$ cat config.mk
export PLATFORM = sky130hd
export DESIGN_NAME = rc_pwm_speed_decoder_unit
export DESIGN_NICKNAME = d
export VERILOG_FILES = /design/src/rtl/rcpwm_pkg.sv /design/src/rtl/rcpwm_div.sv /design/src/rtl/rc_pwm_speed_decoder_unit.sv
export SDC_FILE = /design/constraint.sdc
export NUM_CORES = 1
export LEC_CHECK = 0
export BUFFER_PORTS_ARGS = -buffer_cell sky130_fd_sc_hd__buf_2
export CAP_MARGIN = 10
export CORE_MARGIN = 2
export CORE_UTILIZATION = 65
export CTS_CLUSTER_SIZE = 10
export DETAILED_ROUTE_END_ITERATION = 7
export PLACE_DENSITY = 0.85
export SKIP_LAST_GASP = 1
export SLEW_MARGIN = 15
export SYNTH_ARGS = -nofsm -noshare
export SYNTH_HDL_FRONTEND = slang
export SYNTH_SLANG_ARGS = --single-unit
$ cat constraint.sdc
create_clock -name clk -period 7.6 [get_ports clk]
set_input_delay 0.38 -clock clk [delete_from_list [all_inputs] [get_ports clk]]
set_output_delay 0.38 -clock clk [all_outputs]
set_load 0.05 [all_outputs]
$ cat src/rtl/rcpwm_pkg.sv
// ----------------------------------------------------------------------------
// rcpwm_pkg
// Shared types and constants of the rc pwm speed decoder: command codes,
// field widths, register indexes and reset values, divider status.
// ----------------------------------------------------------------------------
package rcpwm_pkg;

    // command codes carried in the input tuser
    localparam int CMD_W = 2;
    localparam logic [CMD_W-1:0] CMD_CAPTURE = 2'd0;
    localparam logic [CMD_W-1:0] CMD_SPEED   = 2'd1;
    localparam logic [CMD_W-1:0] CMD_STOP    = 2'd2;

    // field widths
    localparam int TIME_W   = 16;
    localparam int DUTY_W   = 26;
    localparam int FREQ_W   = 27;
    localparam int SPEED_W  = 9;
    localparam int VALUE_W  = 8;
    localparam int HOLD_W   = 5;
    localparam int WIN_W    = 10;
    localparam int DB_W     = 7;
    localparam int CLK_W    = 27;

    // stream packing widths
    localparam int S_DATA_W = 32;
    localparam int M_DATA_W = 64;
    localparam int M_USER_W = 1;

    // serial divider: one quotient bit per cycle
    localparam int QUO_W     = 27;
    localparam int DIV_STEPS = 27;
    localparam int STEP_W    = 5;

    // duty scale, per mille
    localparam logic [DUTY_W-1:0] DUTY_SCALE = 26'd1000;

    // configuration port
    localparam int CFG_IDX_W  = 4;
    localparam int CFG_DATA_W = 27;

    localparam logic [CFG_IDX_W-1:0] REG_DUTY_MIN     = 4'd0;
    localparam logic [CFG_IDX_W-1:0] REG_DUTY_MAX     = 4'd1;
    localparam logic [CFG_IDX_W-1:0] REG_CENTER_DUTY  = 4'd2;
    localparam logic [CFG_IDX_W-1:0] REG_DEADBAND     = 4'd3;
    localparam logic [CFG_IDX_W-1:0] REG_HOLD_UPDATES = 4'd4;
    localparam logic [CFG_IDX_W-1:0] REG_STOP_LOW     = 4'd5;
    localparam logic [CFG_IDX_W-1:0] REG_STOP_HIGH    = 4'd6;
    localparam logic [CFG_IDX_W-1:0] REG_TIMER_CLOCK  = 4'd7;

    // register reset values
    localparam logic [WIN_W-1:0]  RST_DUTY_MIN     = 10'd50;
    localparam logic [WIN_W-1:0]  RST_DUTY_MAX     = 10'd150;
    localparam logic [WIN_W-1:0]  RST_CENTER_DUTY  = 10'd97;
    localparam logic [DB_W-1:0]   RST_DEADBAND     = 7'd4;
    localparam logic [HOLD_W-1:0] RST_HOLD_UPDATES = 5'd5;
    localparam logic [WIN_W-1:0]  RST_STOP_LOW     = 10'd10;
    localparam logic [WIN_W-1:0]  RST_STOP_HIGH    = 10'd70;
    localparam logic [CLK_W-1:0]  RST_TIMER_CLOCK  = 27'd1000000;

    // divider status toward the top level
    typedef struct packed {
        logic             done;
        logic [QUO_W-1:0] quo_duty;
        logic [QUO_W-1:0] quo_freq;
    } div_status_t;

endpackage

$ cat src/rtl/rcpwm_div.sv
// ----------------------------------------------------------------------------
// rcpwm_div
// Two-lane restoring divider sharing one divisor; each lane retires one
// quotient bit per cycle until all DIV_STEPS bits are shifted in, then raises done.
// ----------------------------------------------------------------------------
module rcpwm_div
    import rcpwm_pkg::*;
(
    input  logic              clk,
    input  logic              rst_n,
    input  logic              start,
    input  logic [QUO_W-1:0]  dividend_duty,
    input  logic [QUO_W-1:0]  dividend_freq,
    input  logic [TIME_W-1:0] divisor,
    output div_status_t       status
);

    logic                busy_reg, busy_next;
    logic                done_reg, done_next;
    logic [STEP_W-1:0]   count_reg, count_next;
    logic [TIME_W-1:0]   divisor_reg, divisor_next;
    logic [TIME_W-1:0]   rem_duty_reg, rem_duty_next;
    logic [TIME_W-1:0]   rem_freq_reg, rem_freq_next;
    logic [QUO_W-1:0]    quo_duty_reg, quo_duty_next;
    logic [QUO_W-1:0]    quo_freq_reg, quo_freq_next;

    logic [TIME_W:0]     shift_duty, shift_freq;
    logic [TIME_W:0]     diff_duty, diff_freq;
    logic                ge_duty, ge_freq;

    // one restoring step per lane
    always_comb
    begin
        shift_duty = {rem_duty_reg, quo_duty_reg[QUO_W-1]};
        shift_freq = {rem_freq_reg, quo_freq_reg[QUO_W-1]};
        ge_duty    = shift_duty >= {1'b0, divisor_reg};
        ge_freq    = shift_freq >= {1'b0, divisor_reg};
        diff_duty  = shift_duty - {1'b0, divisor_reg};
        diff_freq  = shift_freq - {1'b0, divisor_reg};
    end

    // sequencing of the run
    always_comb
    begin
        busy_next     = busy_reg;
        done_next     = 1'b0;
        count_next    = count_reg;
        divisor_next  = divisor_reg;
        rem_duty_next = rem_duty_reg;
        rem_freq_next = rem_freq_reg;
        quo_duty_next = quo_duty_reg;
        quo_freq_next = quo_freq_reg;
        if (start)
        begin
            busy_next     = 1'b1;
            count_next    = STEP_W'(DIV_STEPS - 1);
            divisor_next  = divisor;
            rem_duty_next = '0;
            rem_freq_next = '0;
            quo_duty_next = dividend_duty;
            quo_freq_next = dividend_freq;
        end
        else if (busy_reg)
        begin
            rem_duty_next = ge_duty ? diff_duty[TIME_W-1:0] : shift_duty[TIME_W-1:0];
            rem_freq_next = ge_freq ? diff_freq[TIME_W-1:0] : shift_freq[TIME_W-1:0];
            quo_duty_next = {quo_duty_reg[QUO_W-2:0], ge_duty};
            quo_freq_next = {quo_freq_reg[QUO_W-2:0], ge_freq};
            count_next    = count_reg - 1'b1;
            if (count_reg == '0)
            begin
                busy_next = 1'b0;
                done_next = 1'b1;
            end
        end
    end

    // control state
    always_ff @(posedge clk or negedge rst_n)
    begin
        if (!rst_n)
        begin
            busy_reg  <= 1'b0;
            done_reg  <= 1'b0;
            count_reg <= '0;
        end
        else
        begin
            busy_reg  <= busy_next;
            done_reg  <= done_next;
            count_reg <= count_next;
        end
    end

    // datapath shift registers
    always_ff @(posedge clk)
    begin
        divisor_reg  <= divisor_next;
        rem_duty_reg <= rem_duty_next;
        rem_freq_reg <= rem_freq_next;
        quo_duty_reg <= quo_duty_next;
        quo_freq_reg <= quo_freq_next;
    end

    assign status.done     = done_reg;
    assign status.quo_duty = quo_duty_reg;
    assign status.quo_freq = quo_freq_reg;

endmodule

$ cat src/rtl/rc_pwm_speed_decoder_unit.sv
// ----------------------------------------------------------------------------
// rc_pwm_speed_decoder_unit
// Remote-control PWM decoder: capture, speed update and stop check commands.
// ----------------------------------------------------------------------------
// One request in gives one result out. A capture with a nonzero period runs
// the two-lane serial divider (duty = high*1000/period, frequency =
// clock/period), one quotient bit per cycle: the request is taken and the
// divider loaded, the quotient bits are shifted in, the quotients are stored,
// and the result is posted to the output register once that register is free.
// A capture with a zero period, a speed update and a stop check skip the
// division and go straight to posting the result. One request
// is handled at a time; the result sits in an output register, so the next
// request is taken while the previous result waits.
// Configuration writes are taken in any cycle and must only be issued while
// the block is idle.
module rc_pwm_speed_decoder_unit
    import rcpwm_pkg::*;
#(
    parameter int HOLD_CAP = 20
)
(
    input  logic                  clk,
    input  logic                  rst_n,
    // request stream
    input  logic                  s_tvalid,
    output logic                  s_tready,
    input  logic [S_DATA_W-1:0]   s_tdata,   // high_time[15:0], period[31:16]
    input  logic [CMD_W-1:0]      s_tuser,   // command[1:0]
    // result stream
    output logic                  m_tvalid,
    input  logic                  m_tready,
    output logic [M_DATA_W-1:0]   m_tdata,   // speed[8:0], duty_per_mille[34:9],
                                             // frequency_hz[61:35], zero[63:62]
    output logic [M_USER_W-1:0]   m_tuser,   // speed_valid[0]
    // configuration writes
    input  logic                  cfg_valid,
    output logic                  cfg_ready,
    input  logic [CFG_IDX_W-1:0]  cfg_index,
    input  logic [CFG_DATA_W-1:0] cfg_data
);

    localparam logic [1:0] ST_IDLE = 2'd0;
    localparam logic [1:0] ST_DIV  = 2'd1;
    localparam logic [1:0] ST_OUT  = 2'd2;

    localparam logic [HOLD_W-1:0] HOLD_MAX = HOLD_W'(HOLD_CAP);

    logic [1:0]          state_reg, state_next;

    // configuration registers
    logic [WIN_W-1:0]    duty_min_reg, duty_max_reg, center_duty_reg;
    logic [WIN_W-1:0]    stop_low_reg, stop_high_reg;
    logic [DB_W-1:0]     deadband_reg;
    logic [HOLD_W-1:0]   hold_updates_reg;
    logic [CLK_W-1:0]    timer_clock_reg;

    // decoder state
    logic [DUTY_W-1:0]   duty_store_reg, duty_store_next;
    logic [FREQ_W-1:0]   freq_store_reg, freq_store_next;
    logic [HOLD_W-1:0]   hold_count_reg, hold_count_next;

    // pending result
    logic                res_valid_reg, res_valid_next;
    logic [SPEED_W-1:0]  res_speed_reg, res_speed_next;

    // output register
    logic                m_tvalid_reg, m_tvalid_next;
    logic [M_DATA_W-1:0] m_tdata_reg, m_tdata_next;
    logic                m_tuser_reg, m_tuser_next;

    logic                req_fire, out_load;
    logic [TIME_W-1:0]   in_high, in_period;
    logic [QUO_W-1:0]    dividend_duty;
    logic                div_start;
    div_status_t         div_status;

    // speed path
    logic                in_window, dead, emit, stop_hit;
    logic [8:0]          diff9;
    logic signed [8:0]   value9, db9, value_z;
    logic [HOLD_W-1:0]   hold_inc, hold_after;

    assign in_high   = s_tdata[TIME_W-1:0];
    assign in_period = s_tdata[2*TIME_W-1:TIME_W];
    assign s_tready  = (state_reg == ST_IDLE);
    assign req_fire  = s_tvalid && s_tready;
    assign out_load  = (state_reg == ST_OUT) && (!m_tvalid_reg || m_tready);
    assign cfg_ready = 1'b1;

    // divider launch
    assign dividend_duty = {1'b0, DUTY_W'(in_high) * DUTY_SCALE};
    assign div_start     = req_fire && (s_tuser == CMD_CAPTURE) && (in_period != '0);

    rcpwm_div u_div
    (
        .clk           (clk),
        .rst_n         (rst_n),
        .start         (div_start),
        .dividend_duty (dividend_duty),
        .dividend_freq (timer_clock_reg),
        .divisor       (in_period),
        .status        (div_status)
    );

    // speed value from stored duty: window, halving, deadband, hold filter; stop window check
    always_comb
    begin
        in_window = (duty_store_reg > DUTY_W'(duty_min_reg))
                 && (duty_store_reg < DUTY_W'(duty_max_reg));
        diff9     = duty_store_reg[8:0] - center_duty_reg[8:0];
        value9    = in_window ? signed'({diff9[8], diff9[8:1]}) : 9'sd0;
        db9       = signed'({2'b00, deadband_reg});
        dead      = (value9 < db9) && (value9 > -db9);
        value_z   = dead ? 9'sd0 : value9;
        hold_inc  = (hold_count_reg >= HOLD_MAX) ? HOLD_MAX : hold_count_reg + 1'b1;
        hold_after = (value_z == 9'sd0) ? '0 : hold_inc;
        emit      = (value_z == 9'sd0) || (hold_after > hold_updates_reg);
        stop_hit  = (duty_store_reg > DUTY_W'(stop_low_reg))
                 && (duty_store_reg < DUTY_W'(stop_high_reg));
    end

    // command handling
    always_comb
    begin
        state_next      = state_reg;
        duty_store_next = duty_store_reg;
        freq_store_next = freq_store_reg;
        hold_count_next = hold_count_reg;
        res_valid_next  = res_valid_reg;
        res_speed_next  = res_speed_reg;
        case (state_reg)
            ST_IDLE:
            begin
                if (req_fire)
                begin
                    res_valid_next = 1'b0;
                    res_speed_next = '0;
                    state_next     = ST_OUT;
                    case (s_tuser)
                        CMD_CAPTURE:
                        begin
                            if (in_period == '0)
                            begin
                                duty_store_next = '0;
                                freq_store_next = '0;
                            end
                            else
                            begin
                                state_next = ST_DIV;
                            end
                        end
                        CMD_SPEED:
                        begin
                            hold_count_next = emit ? '0 : hold_after;
                            if (emit)
                            begin
                                res_valid_next = 1'b1;
                                res_speed_next = {value_z[7:0], 1'b0};
                            end
                        end
                        CMD_STOP:
                        begin
                            res_valid_next = stop_hit;
                        end
                        default:
                        begin
                            res_valid_next = 1'b0;
                        end
                    endcase
                end
            end
            ST_DIV:
            begin
                if (div_status.done)
                begin
                    duty_store_next = div_status.quo_duty[DUTY_W-1:0];
                    freq_store_next = div_status.quo_freq;
                    state_next      = ST_OUT;
                end
            end
            ST_OUT:
            begin
                if (out_load)
                begin
                    state_next = ST_IDLE;
                end
            end
            default:
            begin
                state_next = ST_IDLE;
            end
        endcase
    end

    // output register
    always_comb
    begin
        m_tvalid_next = m_tvalid_reg;
        m_tdata_next  = m_tdata_reg;
        m_tuser_next  = m_tuser_reg;
        if (out_load)
        begin
            m_tvalid_next = 1'b1;
            m_tdata_next  = {2'b00, freq_store_reg, duty_store_reg, res_speed_reg};
            m_tuser_next  = res_valid_reg;
        end
        else if (m_tready)
        begin
            m_tvalid_next = 1'b0;
        end
    end

    assign m_tvalid = m_tvalid_reg;
    assign m_tdata  = m_tdata_reg;
    assign m_tuser  = m_tuser_reg;

    // control and decoder state
    always_ff @(posedge clk or negedge rst_n)
    begin
        if (!rst_n)
        begin
            state_reg      <= ST_IDLE;
            duty_store_reg <= '0;
            freq_store_reg <= '0;
            hold_count_reg <= '0;
            m_tvalid_reg   <= 1'b0;
        end
        else
        begin
            state_reg      <= state_next;
            duty_store_reg <= duty_store_next;
            freq_store_reg <= freq_store_next;
            hold_count_reg <= hold_count_next;
            m_tvalid_reg   <= m_tvalid_next;
        end
    end

    // result payload
    always_ff @(posedge clk)
    begin
        res_valid_reg <= res_valid_next;
        res_speed_reg <= res_speed_next;
        m_tdata_reg   <= m_tdata_next;
        m_tuser_reg   <= m_tuser_next;
    end

    // configuration registers
    always_ff @(posedge clk or negedge rst_n)
    begin
        if (!rst_n)
        begin
            duty_min_reg     <= RST_DUTY_MIN;
            duty_max_reg     <= RST_DUTY_MAX;
            center_duty_reg  <= RST_CENTER_DUTY;
            deadband_reg     <= RST_DEADBAND;
            hold_updates_reg <= RST_HOLD_UPDATES;
            stop_low_reg     <= RST_STOP_LOW;
            stop_high_reg    <= RST_STOP_HIGH;
            timer_clock_reg  <= RST_TIMER_CLOCK;
        end
        else if (cfg_valid && cfg_ready)
        begin
            case (cfg_index)
                REG_DUTY_MIN:     duty_min_reg     <= cfg_data[WIN_W-1:0];
                REG_DUTY_MAX:     duty_max_reg     <= cfg_data[WIN_W-1:0];
                REG_CENTER_DUTY:  center_duty_reg  <= cfg_data[WIN_W-1:0];
                REG_DEADBAND:     deadband_reg     <= cfg_data[DB_W-1:0];
                REG_HOLD_UPDATES: hold_updates_reg <= cfg_data[HOLD_W-1:0];
                REG_STOP_LOW:     stop_low_reg     <= cfg_data[WIN_W-1:0];
                REG_STOP_HIGH:    stop_high_reg    <= cfg_data[WIN_W-1:0];
                REG_TIMER_CLOCK:  timer_clock_reg  <= cfg_data[CLK_W-1:0];
                default:
                begin
                    timer_clock_reg <= timer_clock_reg;
                end
            endcase
        end
    end

    // hold counter never passes its cap
    assert property (@(posedge clk) disable iff (!rst_n)
        hold_count_reg <= HOLD_MAX)
        else $error("hold counter above cap");

    // a result without speed_valid carries zero speed
    assert property (@(posedge clk) disable iff (!rst_n)
        (m_tvalid && !m_tuser[0]) |-> (m_tdata[SPEED_W-1:0] == '0))
        else $error("nonzero speed without speed_valid");

    // a capture with zero period clears both stores at once
    assert property (@(posedge clk) disable iff (!rst_n)
        (req_fire && (s_tuser == CMD_CAPTURE) && (in_period == '0))
            |=> (duty_store_reg == '0) && (freq_store_reg == '0)
                && (state_reg == ST_OUT))
        else $error("zero period capture did not clear stores");

endmodule

==> summary.txt <==
CTS
  – CTS root buf: clkbuf_16
  – Clock sink count: 329
  – TritonCTS clock tree: yes
  – Cts bufs inserted: 39
  – Worst-skew pair later-pin latency: 0.53 ns
  – Worst-path clk slew: 0.05 ns
  – Post_cts resized: 0
  – CTS max path bufs: 3
  – Post-CTS setup buffers: 0
  – H-tree level count: 2

Worst setup path
  – RR Endpoint: res_speed_reg[5]$_SDFFCE_PN0P_
  – FF-to-FF setup slack: between 1 and 1.5 ns
  – Crit start category: register
  – Critical Path Sink Type: register
  – CP max FO: 8
  – Critical path's top delay family: compound AO/OA/AOI/OAI gates
  – Reg2Reg Launch Point: duty_store_reg[15]$_DFFE_PN0P_
  – CP Data Arrival Time: 6.81 ns
  – CP Cell Sequence: nor4_1, nand4_1, a2111oi_0, nand3_1, a21oi_1, ha_1, nor4_1, a32oi_1, nand2_1, mux2i_1, o311ai_4, nand2_1, nor2_1, ha_1, nor2b_1, o21a_1, o21a_1, o21ai_0, inv_1, o22a_1, o2111ai_1, nor2_1
  – Crit path max-delay cell type: a2111oi_0
  – WS Path Type: register to register
  – Worst Path Required: 7.84 ns
  – R2R depth: 22
  – CP max stage delay: 0.93 ns
  – Critical path depth: 22
  – Crit path buf inv count: 1

Route
  – Final WL: between 40000 and 50000 um
  – DR DRC count: 0
  – Iteration-0 DRC Markers: about 1.2k
  – DR vias/cell: between 5 and 6
  – WL/cell: around 19 um
  – TritonRoute pass-1 iters: 5
  – Final ANT Viol Nets: 0
  – Total number of vias: 13.6k

Placement
  – Placed cells: approximately 2.2k
  – Gpl congestion: roughly 0.96
  – PortBufs: ~130
  – Placed wire-length estimate: between 30000 and 40000 um
  – Placed Area: 19600 sq um

STA
  – Period utilization: 0.864
  – Hold WS: 0.0398 ns
  – Final slew viol count: 0
  – Max_slew headroom: 0.150
  – Fin Setup TNS: 0 ns
  – Final Setup Violations: 0
  – Hold Fails Final Rpt: 0
  – Minimum clock period: around 6.6 ns
  – Fmax: about 150 MHz
  – Worst Tran Pin Value: roughly 1.3 ns
  – Layout Skew: 0.0147 ns
  – RSZ-0062 raised after global routing: no

Synth
  – Top FF cell, synth: edfxtp_1
  – Synthesis warning total: 0
  – Sequential fraction of the synthesis area: 0.473
  – Post-Syn Area: 18500 sq um
  – Netlist cell types: 73
  – Yosys top cell by area: edfxtp_1
  – Asr flop ratio synth: 0.474
  – Top cells by area, synth: edfxtp_1 22%, dfrtp_1 18%, ha_1 11%
  – Post-synth top area share: 0.222
  – Post-synthesis cell count: around 1.7k
  – Synthesized area per cell: approximately 11 sq um
  – Post-synth EDFFs: about 140
  – Yosys reg bits: 329

Global routing
  – Initial antenna violation count: 0
  – Total GRT Usage: 0.284
  – First-pass GRT wire length: 68300 um
  – Largest net degree at the start of global routing: 91
  – Vias in the first global route: roughly 14k
  – Total grt overflow: 0

Pwr
  – Final Power: 7910 uW
  – PD cells: 381 nW/um^2
  – VDD IR max: 0.000229 V
  – Lkg Pwr: 0.00968 uW

Layout
  – Antenna Cells: 0
  – Final Non-Filler Cells: 2270
  – Nets: 2145
  – P&R area growth vs syn: 12.0%
  – Leading cell type in the layout, fill and taps excluded: nand2_1
  – Post-route cell area: 20800 sq um
  – Fill count: 1900
  – Layout cells sized above 1: 0.161
  – Most frequent cells in the layout: 277 x nand2_1, 157 x ha_1, 137 x edfxtp_1
  – Max FFs per register: 61

Die
  – Core Rows: between 60 and 70
  – Initial core utilization: 0.664
  – Top Ports: roughly 140
  – Die area: 29900 sq um
  – Die height: 173 um
  – Core ar.: approximately 28000 sq um
  – Die Width: around 170 um

Hold path
  – Hold path start: s_tdata[24]
  – Hold Path End: u_div.divisor_reg[8]$_DFFE_PP_
  – Worst Hold Depth: 1
  – Worst hold path class: input pin to register

Run
  – Max Cap Viol: 0

Status
  – Status: finished clean
[metal layers]
metal / vias up / global-route usage / wire, um
met3: 111 / 0.0464 / 2550
met4: 0 / 0.128 / 1840
met1: 6623 / 0.367 / 17400
met2: 482 / 0.473 / 20300
met5: - / 0 / 0
li1: 6385 / - / -
[where the power goes]
group	internal [uW]	switching, uW	leakage (uW)
registers	2490	293	0.00362
clock network	1000	707	0.000558
logic	1330	2090	0.00551
total	4820	3090	0.00968
[worst max path at each step]
stage,startpoint,to
final,duty_store_reg[15]$_DFFE_PN0P_,res_speed_reg[5]$_SDFFCE_PN0P_
after global placement,duty_store_reg[15]$_DFFE_PN0P_,res_speed_reg[5]$_SDFFCE_PN0P_
after floorplan,duty_max_reg[1]$_DFFE_PN1P_,res_speed_reg[1]$_SDFFCE_PN0P_
after global routing,duty_store_reg[13]$_DFFE_PN0P_,res_speed_reg[5]$_SDFFCE_PN0P_
after CTS,duty_store_reg[15]$_DFFE_PN0P_,res_speed_reg[5]$_SDFFCE_PN0P_
after detailed placement,duty_store_reg[13]$_DFFE_PN0P_,res_speed_reg[5]$_SDFFCE_PN0P_
[cell type report]
| cell class | instances | area (sq um) | share of cell area |
|---|---|---|---|
| Clock buffer | 69 | 1120 | 0.0539 |
| Clock inverter | 3 | 52.6 | 0.00253 |
| Inverter | 122 | 458 | 0.0221 |
| Multi-Input combinational cell | 1225 | 9130 | 0.440 |
| Sequential cell | 329 | 8770 | 0.423 |
| Tap cell | 378 | 473 | 0.0228 |
| Timing Repair Buffer | 144 | 757 | 0.0365 |
[cell families after synthesis]
family | share of synthesized area
AO/OA/AOI/OAI | 0.105
XOR/XNOR | 0.0241
flip-flops | 0.473
multiplexers | 0.0556
other | 0.000405
AND/OR/NAND/NOR | 0.138
buffers and inverters | 0.0369
adder cells (fa/ha/maj) | 0.167
[cells in the mapped netlist, drive strengths merged, types with 8 or more instances]
master and number:
a211oi 17, a21o 27, a21oi 64, a31oi 10, and3 13, buf 9, clkbuf 47, dfrtp 131
dfstp 25, dfxtp 36, edfxtp 137, fa 57, ha 157, inv 122, mux2 64, mux2i 31
nand2 277, nand2b 12, nand3 86, nand4 17, nor2 67, nor2b 9, nor3 20, nor3b 8
nor4 17, o21a 14, o21ai 107, o31ai 9, xnor2 30, xor2 21
[timing repair]
item | CTS | global route
hold buffers | 1 | 0
setup endpoints to repair | 0 | 0
endpoints found under the hold margin | 69 | 0
[stage by stage]
stage / setup slack, ns / util
after floorplan: 2.45 / -
after global placement: 1.47 / 0.701
after detailed placement: 1.22 / 0.701
after CTS: 1.09 / 0.743
after global routing: 0.570 / 0.743
final: 1.03 / 0.743
(Power assumes the default switching activity.)
